--- config.mk ---
export PLATFORM = sky130hd
export DESIGN_NAME = mpds_ram
export DESIGN_NICKNAME = d
export VERILOG_FILES = /design/src/sv/assert_macros.svh /design/src/sv/mpds_ram.sv
export SDC_FILE = /design/constraint.sdc
export NUM_CORES = 1
export LEC_CHECK = 0
export ABC_AREA = 1
export BUFFER_PORTS_ARGS = -buffer_cell sky130_fd_sc_hd__clkbuf_2
export CAP_MARGIN = 20
export CORE_MARGIN = 5
export CORE_UTILIZATION = 50
export CTS_BUF_LIST = sky130_fd_sc_hd__clkbuf_2 sky130_fd_sc_hd__clkbuf_4 sky130_fd_sc_hd__clkbuf_8
export CTS_CLUSTER_SIZE = 14
export DETAILED_ROUTE_END_ITERATION = 6
export GPL_TIMING_DRIVEN = 0
export PLACE_DENSITY = 0.67
export SYNTH_ARGS = -nofsm -noshare
export SYNTH_HDL_FRONTEND = slang
export SYNTH_SLANG_ARGS = --single-unit
export TNS_END_PERCENT = 50
--- constraint.sdc ---
create_clock -name clk -period 1.16 [get_ports clk]
set_input_delay 0.116 -clock clk [delete_from_list [all_inputs] [get_ports clk]]
set_output_delay 0.116 -clock clk [all_outputs]
set_load 0.1 [all_outputs]
--- src/sv/assert_macros.svh ---
// Assertion helpers used by the scanner RTL.
`ifndef ASSERT_MACROS_SVH
`define ASSERT_MACROS_SVH

// Same-cycle implication, switched off while reset is high.
`define ASSERT_IMP(lbl, ck, rs, ante, cons) \
  lbl: assert property (@(posedge ck) disable iff (rs) (ante) |-> (cons)) \
    else $error("assertion failed: implication");

// Next-cycle implication, switched off while reset is high.
`define ASSERT_NXT(lbl, ck, rs, ante, cons) \
  lbl: assert property (@(posedge ck) disable iff (rs) (ante) |=> (cons)) \
    else $error("assertion failed: next-cycle implication");

`endif

--- src/sv/mpds_ram.sv ---
// ---------------------------------------------------------------------------
// mpds_ram
// Generic simple dual-port RAM: one write port, one read port, registered
// read data that holds while no read is enabled.
// ---------------------------------------------------------------------------
`default_nettype none

module mpds_ram #(
  parameter int WIDTH = 8,
  parameter int DEPTH = 16,
  localparam int AW = $clog2(DEPTH)
) (
  input  logic             clk,
  input  logic             we,
  input  logic [AW-1:0]    waddr,
  input  logic [WIDTH-1:0] wdata,
  input  logic             re,
  input  logic [AW-1:0]    raddr,
  output logic [WIDTH-1:0] rdata
);

  logic [WIDTH-1:0] mem [DEPTH];

  always_ff @(posedge clk) begin
    if (we) begin
      mem[waddr] <= wdata;
    end
  end

  always_ff @(posedge clk) begin
    if (re) begin
      rdata <= mem[raddr];
    end
  end

endmodule

`default_nettype wire

==> results.cfg, run 1 <==
[run_status]
status = finished with violations
failed_checks = setup timing

[layout]
antenna_cells = 0
fin_nets = 612
final_util = 0.594
area_growth_pct = 16.0
drive_above_1_share = 0.177

[min_path]
worstHoldPathType = input port to flip-flop

[pwr]
pwr-share-clk = 0.391
seq_power_share = 0.520
power.internal_mw = 8.17
power_density_mw_per_mm2 = 1580
power_switching_share = 0.237
power_leakage_nw = 2.92
irDropWorstVdd_uv = 847
pwr-share-comb = 0.090
p_sw_mw = 2.54

[floorplanning]
ios = 27
core_mm2 = 0.0114
rows = 39
initial_utilization = 0.512
fp.dieW_um = 118
die_area_mm2 = 0.0140
dieHeight_um = 118

[critical_path]
criticalPathCategory = flip-flop to primary output
reg2reg_depth = 6
cp_max_fo = 1
crit_start = rdata[3]
r2r_end = rdata[1]
cpPeakStageDelay_ps = 410
path_buf_inv = 1
crit_chain = buf_8
crit_path_end_kind = primary output
cp.depth = 1
path_delay_family = flip-flops
critPathCapture = rdata[3]
worstPathArrival_ps = 1050
crit_required_ps = 1040
r2r_slack_ps = 40
worstReg2RegStart = mem[1][1]
start_kind = flip-flop
crit_path_top_delay_cell = edfxtp_1

[placed_design]
port_buffers = 23
place.gp.congestion = 0.928
hpwl_mm = 9.05

[clock_network]
cts_buffers = 17
cts_hold_buf = 0
clkSinkCount = 136
root_buffer = clkbuf_8
cts_buffer_depth = 2
clock_latency_ps = 450
clkTransAtPathRegs_ps = 80
cts_tree = done
cts_setup_buffers = 0
htreeDepth = 4

[synthesis]
synth_area_leader_cell = edfxtp_1
netlist_area_mm2 = 0.00585
ys_seq_area_frac = 0.698
yosys.area.top_type_share = 0.698
syn_area_per_cell_um2 = 10.6
synth_cells = 551
ys_types = 11
syn_nets = 570
ys_ff_latch = 136
synthTopCellsByArea = edfxtp_1, nand2_1, nand3_1, inv_1, buf_6
synth_warnings = 0

[drt]
drt-wirelength-per-cell_um = 18.7
antenna_left = 0
drt_iter0_drc = 321
vias = 3898
drc_errors = 0
via_per_inst = 5.20
routed_wl_mm = 14.0
drtPass1Iterations = 5

[sta]
drv_slew = 0
finClkSkew_ps = 9.63
hold_viol_final = 0
setup_ws_ps = -8.14
worstMarginPinSlew_ps = 906
slew_headroom = 0.394
min_period_ps = 1170
whs_ps = 17.5
setup_viol = 8
clock.fmax_mhz = 856
post-route-period-util = 1.01
rsz0062_at_grt = true

[global_route]
grt_usage = 0.205
first_global_vias = 3781
grt_max_degree = 17
grt_pass1_wl_mm = 21.4
grt_antenna_before_repair = 0
grt-ovfl-total = 0

[job]
drv_cap = 0
[synthesized netlist by cell type]
library cell,instances
nand2_1,173
nand3_1,97
buf_4,4
nor2_1,17
inv_2,2
buf_6,6
nand3b_1,2
inv_1,100
edfxtp_1,136
buf_1,1
buf_2,13
[power by group through the flow]
stage                     clock network, mW  logic, mW  registers [mW]
after floorplan                           0      0.388            5.84
after global placement                    0      0.858            5.66
after detailed placement                  0      0.866            5.67
after CTS                              4.22      0.905            5.56
after global routing                   4.47       1.03            5.57
final                                  4.18      0.959            5.57
[worst min-delay path by stage]
stage	cells past startpoint	from	endpoint
2_1_floorplan	0	wdata[0]	mem[0][0]
3_3_place_gp	1	re	rdata[2]
3_5_place_dp	1	re	rdata[1]
4_1_cts	1	re	rdata[1]
5_1_grt	1	re	rdata[1]
6_report	1	re	rdata[1]
[through the flow]
stage / power [mW] / setup slack, ps / setup TNS [ps] / std cells / area (um^2)
global placement: 6.52 / -464 / -39320 / 717 / 6140
floorplan: 6.22 / 93.2 / 0 / 551 / 5850
finish: 10.7 / -8.14 / -30.0 / 749 / 6790
global route: 11.1 / -59.8 / -1440 / 749 / 6790
CTS: 10.7 / -50.9 / -312 / 749 / 6640
detailed placement: 6.53 / -487 / -42660 / 717 / 6140
[what timing repair did]
| item | in CTS | in global routing |
|---|---|---|
| pin swaps | 0 | 3 |
| setup endpoints to repair | 8 | 56 |
| resized for setup | 16 | 37 |
[per-layer routing]
layer | GRT usage | part of all wire | wire, um | vias to the layer above
li1 | - | - | - | 1864
met2 | 0.301 | 0.46 | 6480 | 162
met5 | 0 | 0 | 0 | -
met4 | 0.0982 | 0.023 | 319 | 0
met1 | 0.284 | 0.43 | 6040 | 1845
met3 | 0.0573 | 0.083 | 1160 | 27
[cells by family (layout without fill, tap and decap cells)]
kind of cell | count (synthesis) | count (layout) | synth area share
and+or+nand+nor | 289 | 289 | 0.208
DFF | 136 | 136 | 0.698
buffers and inverters | 126 | 181 | 0.0939
[cell type report]
class	instances	area, um^2
inverter	102	383
clock inverter	13	178
timing repair buffer	23	195
multi-input combinational	289	1350
fill	973	4630
buffer	24	166
tap	143	179
sequential	136	4080
clock buffer	19	249
[flip-flops by register name, summed over array words and instances (netlist names)]
| name | count |
|---|---|
| mem | 128 |
| rdata | 8 |
[layout by cell type (no fill, tap or decap), drive strengths merged]
cell,instances
buf,32
bufinv,4
clkbuf,34
clkinv,5
clkinvlp,3
edfxtp,136
inv,103
nand2,173
nand3,97
nand3b,2
nor2,17
(Power assumes the default switching activity.)
==> inputs of run 2 (changes only) <==
--- a/config.mk
+++ b/config.mk
@@ -8,13 +8,11 @@
 export ABC_AREA = 1
 export BUFFER_PORTS_ARGS = -buffer_cell sky130_fd_sc_hd__clkbuf_2
 export CAP_MARGIN = 20
-export CORE_MARGIN = 5
-export CORE_UTILIZATION = 50
+export CORE_UTILIZATION = 45
 export CTS_BUF_LIST = sky130_fd_sc_hd__clkbuf_2 sky130_fd_sc_hd__clkbuf_4 sky130_fd_sc_hd__clkbuf_8
 export CTS_CLUSTER_SIZE = 14
 export DETAILED_ROUTE_END_ITERATION = 6
 export GPL_TIMING_DRIVEN = 0
-export PLACE_DENSITY = 0.67
 export SYNTH_ARGS = -nofsm -noshare
 export SYNTH_HDL_FRONTEND = slang
 export SYNTH_SLANG_ARGS = --single-unit
==> constraint.sdc (replaced) <==
create_clock -name clk -period 1.16 [get_ports clk]
set_input_delay 0.116 -clock clk [delete_from_list [all_inputs] [get_ports clk]]
set_output_delay 0.116 -clock clk [all_outputs]
set_load 0.01 [all_outputs]
==> results.cfg, run 2 (synthesis gave the netlist of run 1 again) <==
[run_status]
status = finished clean

[sta]
rsz0062_at_grt = true
setup_viol = 0
post-route-period-util = 0.985
finClkSkew_ps = 7.16
clock.fmax_mhz = 875
setup_ws_ps = 17.4
hold_viol_final = 0
worstMarginPinSlew_ps = 842
whs_ps = 21.1
slew_headroom = 0.436
tns_ps = 0
drv_slew = 0
min_period_ps = 1140

[global_route]
first_global_vias = 3722
grt-ovfl-total = 0
grt_usage = 0.225
grt_max_degree = 17
grt_antenna_before_repair = 0
grt_pass1_wl_mm = 21.2

[layout]
largest-register = mem
antenna_cells = 0
fin_nets = 612
area_growth_pct = 16.4
drive_above_1_share = 0.183
multi_input_area_mm2 = 0.00135
fillers = 1140
final_common_cell = nand2_1
ff_latch_area_mm2 = 0.00408
largest_reg_flops = 128
largestRegisters = mem: 128 flops, rdata: 8 flops
fin_cells = 778
final_cell_mix = nand2_1, edfxtp_1, inv_1, nand3_1, clkbuf_2

[critical_path]
start_kind = flip-flop
cp_max_fo = 1
r2r_end = rdata[3]
criticalPathCategory = flip-flop to flip-flop
worstReg2RegStart = mem[2][3]
crit_required_ps = 1340
reg2reg_depth = 6
crit_path_end_kind = flip-flop
r2r_slack_ps = 20
worstPathArrival_ps = 1320

[placed_design]
place.gp.congestion = 0.887
port_buffers = 23
dpl_worst_slack_ps = -487
dp_cells = 746
hpwl_mm = 9.23

[drt]
antenna_left = 0
drtPass1Iterations = 5
via_per_inst = 5.02
routed_wl_mm = 14.0
drc_errors = 0
drt_iter0_drc = 298
drt-wirelength-per-cell_um = 17.9
vias = 3905

[pwr]
irDropWorstVdd_uv = 708
totalPowerFinal_mw = 11.1
power_density_mw_per_mm2 = 1630
power_leakage_nw = 2.92

[clock_network]
cts_buffer_depth = 2
clkSinkCount = 136
root_buffer = clkbuf_8
clkTransAtPathRegs_ps = 70
htreeDepth = 4
cts_buffers = 17
cts_hold_buf = 0
cts_tree = done
clock_latency_ps = 430

[floorplanning]
ios = 27
rows = 41
die_area_mm2 = 0.0135
fp.dieW_um = 116
core_mm2 = 0.0126
dieHeight_um = 116
initial_utilization = 0.463

[min_path]
min_to = rdata[5]
min_from = re
worstHoldPathType = input port to flip-flop
hold_depth = 1

[job]
drv_cap = 0
-- run 2: cell types whose count changed in the layout (fill, tap and decap cells not counted), sizes merged --
cell      before  now
buf           32   24
bufinv         4    7
clkinvlp       3    1
clkinv         5    6
clkbuf        34   41
inv          103  102
-- run 2: layout make-up --
cell class,count,share of cell area
tap,172,0.0316
clock buffer,18,0.0355
timing repair buffer,23,0.0169
sequential,136,0.600
multi-input combinational,289,0.198
clock inverter,14,0.0371
buffer,24,0.0244
inverter,102,0.0562
-- run 2: metrics by stage --
stage | util | cell area (um^2)
6_report | 0.539 | 6810
5_1_grt | 0.539 | 6810
4_1_cts | 0.529 | 6670
3_5_place_dp | 0.489 | 6180
3_3_place_gp | 0.489 | 6180
2_1_floorplan | - | 5850
-- run 2: report_power, final --
part	total (mW)	switching [mW]	internal [mW]
logic	0.758	0.539	0.219
clock network	4.76	1.76	3.00
registers	5.56	0.0259	5.53
-- run 2: worst max-delay path by stage --
| stage | cells after the start | slack [ps] | startpoint | endpoint |
|---|---|---|---|---|
| floorplan | 2 | 90 | waddr[3] | mem[4][0] |
| global route | 3 | -40 | waddr[3] | mem[6][4] |
| detailed placement | 3 | -490 | waddr[3] | mem[5][3] |
| finish | 6 | 20 | mem[2][3] | rdata[3] |
| global placement | 3 | -470 | waddr[3] | mem[4][0] |
| CTS | 3 | -20 | waddr[3] | mem[5][4] |
-- run 2: metal layers --
layer | part of all wire | global-route usage
met2 | 0.46 | 0.350
met1 | 0.46 | 0.329
met3 | 0.062 | 0.0361
met5 | 0 | 0
met4 | 0.016 | 0.0650
-- run 2: critical path: stages, from the launching register on --
cell,delay (ps)
edfxtp_1,360
nand2_1,70
nand2_1,100
nand2_1,90
nand3_1,90
nand3_2,110
nand2_1,80
-- run 2: what timing repair did --
item	in CTS	in global routing
pin swaps	0	9
setup endpoints to repair	16	76
buffers inserted	0	0
gates resized for setup	0	33
==> inputs of run 3 (changes only) <==
--- a/config.mk
+++ b/config.mk
@@ -8,11 +8,13 @@
 export ABC_AREA = 1
 export BUFFER_PORTS_ARGS = -buffer_cell sky130_fd_sc_hd__clkbuf_2
 export CAP_MARGIN = 20
-export CORE_UTILIZATION = 45
+export CORE_UTILIZATION = 41
 export CTS_BUF_LIST = sky130_fd_sc_hd__clkbuf_2 sky130_fd_sc_hd__clkbuf_4 sky130_fd_sc_hd__clkbuf_8
+export CTS_CLUSTER_DIAMETER = 60
 export CTS_CLUSTER_SIZE = 14
 export DETAILED_ROUTE_END_ITERATION = 6
 export GPL_TIMING_DRIVEN = 0
+export SKIP_LAST_GASP = 1
 export SYNTH_ARGS = -nofsm -noshare
 export SYNTH_HDL_FRONTEND = slang
 export SYNTH_SLANG_ARGS = --single-unit
==> results.cfg, run 3 (synthesis gave the netlist of run 1 again) <==
[pwr]
power_leakage_nw = 2.88
p_sw_mw = 2.42
irDropWorstVdd_uv = 813
seq_power_share = 0.525
pwr-share-clk = 0.404
power.internal_mw = 8.16
pwr-share-comb = 0.071
power_density_mw_per_mm2 = 1570
power_switching_share = 0.229

[run_status]
status = finished clean

[min_path]
worstHoldPathType = input port to flip-flop

[global_route]
grt_antenna_before_repair = 0
first_global_vias = 3674
met2_usage = 0.316
use_met3 = 0.0418
grt-busiest-layer = met2
grt_max_degree = 17
grt_use_met1 = 0.278
grt-ovfl-total = 0
grt_usage = 0.205
grt_pass1_wl_mm = 21.3

[clock_network]
cts_buffer_depth = 2
cts_hold_buf = 0
cts_setup_buffers = 0
cts_tree = done
clkTransAtPathRegs_ps = 80
htreeDepth = 4
clock_latency_ps = 450
clkSinkCount = 136
root_buffer = clkbuf_8
cts_buffers = 17

[layout]
fin_cells = 785
final_common_cell = nand2_1
drive_above_1_share = 0.170
multi_input_area_mm2 = 0.00132
fin_area_mm2 = 0.00672
largest-register = mem
ff_latch_area_mm2 = 0.00408
antenna_cells = 0
fin_nets = 612
final_cell_mix = nand2_1, edfxtp_1, inv_1, nand3_1, clkbuf_2
fillers = 1238
largestRegisters = mem: 128 flops, rdata: 8 flops
area_growth_pct = 15.0
largest_reg_flops = 128
final_util = 0.484

[critical_path]
criticalPathCategory = input port to flip-flop
start_kind = input port
path_buf_inv = 2
crit_chain = clkbuf_2 -> inv_1 -> nand2_1 -> nor2_1
worstPathArrival_ps = 1220
crit_path_top_delay_cell = nor2_1
crit_path_end_kind = flip-flop
cp_max_fo = 8
cpPeakStageDelay_ps = 820
path_delay_family = simple AND/OR/NAND/NOR gates
crit_required_ps = 1230

[placed_design]
hpwl_mm = 9.08
place.gp.congestion = 0.854
dpl_worst_slack_ps = -498
port_buffers = 23
place_area_mm2 = 0.00619
dp_cells = 754

[drt]
routed_wl_mm = 14.1
drt_iter0_drc = 347
drt-wirelength-per-cell_um = 18.0
drtPass1Iterations = 6
antenna_left = 0
vias = 3844
via_per_inst = 4.90
drc_errors = 0

[floorplanning]
dieHeight_um = 121
die_area_mm2 = 0.0147
fp.dieW_um = 121
initial_utilization = 0.421
ios = 27
rows = 43
core_mm2 = 0.0139

[sta]
clock.fmax_mhz = 867
tns_ps = 0
hold_viol_final = 0
setup_ws_ps = 6.12
slew_headroom = 0.301
min_period_ps = 1150
setup_viol = 0
worstMarginPinSlew_ps = 1040
rsz0062_at_grt = true
drv_slew = 0
finClkSkew_ps = 7.20
post-route-period-util = 0.995

[job]
drv_cap = 0
run 3: changes by cell type in the layout (fill, tap and decap cells not counted):
| cell | change |
|---|---|
| nand3_1 | +4 |
| nand3_2 | -4 |
| bufinv_16 | -3 |
| nor2_1 | +3 |
| nor2_2 | -3 |
| clkbuf_4 | +2 |
| clkinv_1 | -2 |
| clkinv_4 | +2 |
| nand2_1 | +2 |
| nand2_2 | -2 |
| clkinv_2 | -1 |
| clkinvlp_4 | +1 |
run 3: power groups by stage:
stage / registers [mW] / logic [mW] / clock network, mW
after global routing: 5.56 / 0.816 / 4.44
after global placement: 5.66 / 0.703 / 0
final: 5.55 / 0.752 / 4.27
after floorplan: 5.68 / 0.388 / 0
after detailed placement: 5.67 / 0.712 / 0
after CTS: 5.56 / 0.717 / 4.27
run 3: area by class of cell:
| type | count | share of cell area |
|---|---|---|
| Inverter | 102 | 0.0570 |
| Timing Repair Buffer | 23 | 0.0171 |
| Tap cell | 180 | 0.0335 |
| Sequential cell | 136 | 0.608 |
| Clock buffer | 20 | 0.0382 |
| Clock inverter | 11 | 0.0261 |
| Multi-Input combinational cell | 289 | 0.196 |
| Buffer | 24 | 0.0248 |
run 3: timing repair:
item | in CTS | in global routing
cloned | 0 | 0
pin swaps | 0 | 5
resized for setup | 1 | 23
endpoints found under the hold margin | 0 | 0
endpoints found under the setup margin | 16 | 52
run 3: worst paths after layout:
path	to	cells after the start	from	slack, ps
setup reg to reg	rdata[0]	6	mem[2][0]	30
hold reg to reg	rdata[6]	6	mem[8][6]	790
hold / removal	rdata[1]	1	re	20
setup / recovery	mem[12][6]	4	waddr[0]	6
run 3: worst register-to-register path: stages (launching register included):
cell and delay, ps:
edfxtp_1 360, nand2_1 70, nand2_1 70, nand2_1 80, nand3_1 80, nand3_1 120, nand2_1 100
run 3: metal layers:
metal | up-vias | wire, um
met5 | - | 0
met4 | 0 | 425
met3 | 29 | 1000
met2 | 174 | 6480
met1 | 1780 | 6230
li1 | 1861 | -
run 3: through the flow:
step	hold slack (ps)	power, mW
global route	32.3	10.8
finish	18.1	10.6
floorplan	215	6.06
detailed placement	488	6.38
global placement	464	6.37
CTS	20.0	10.5
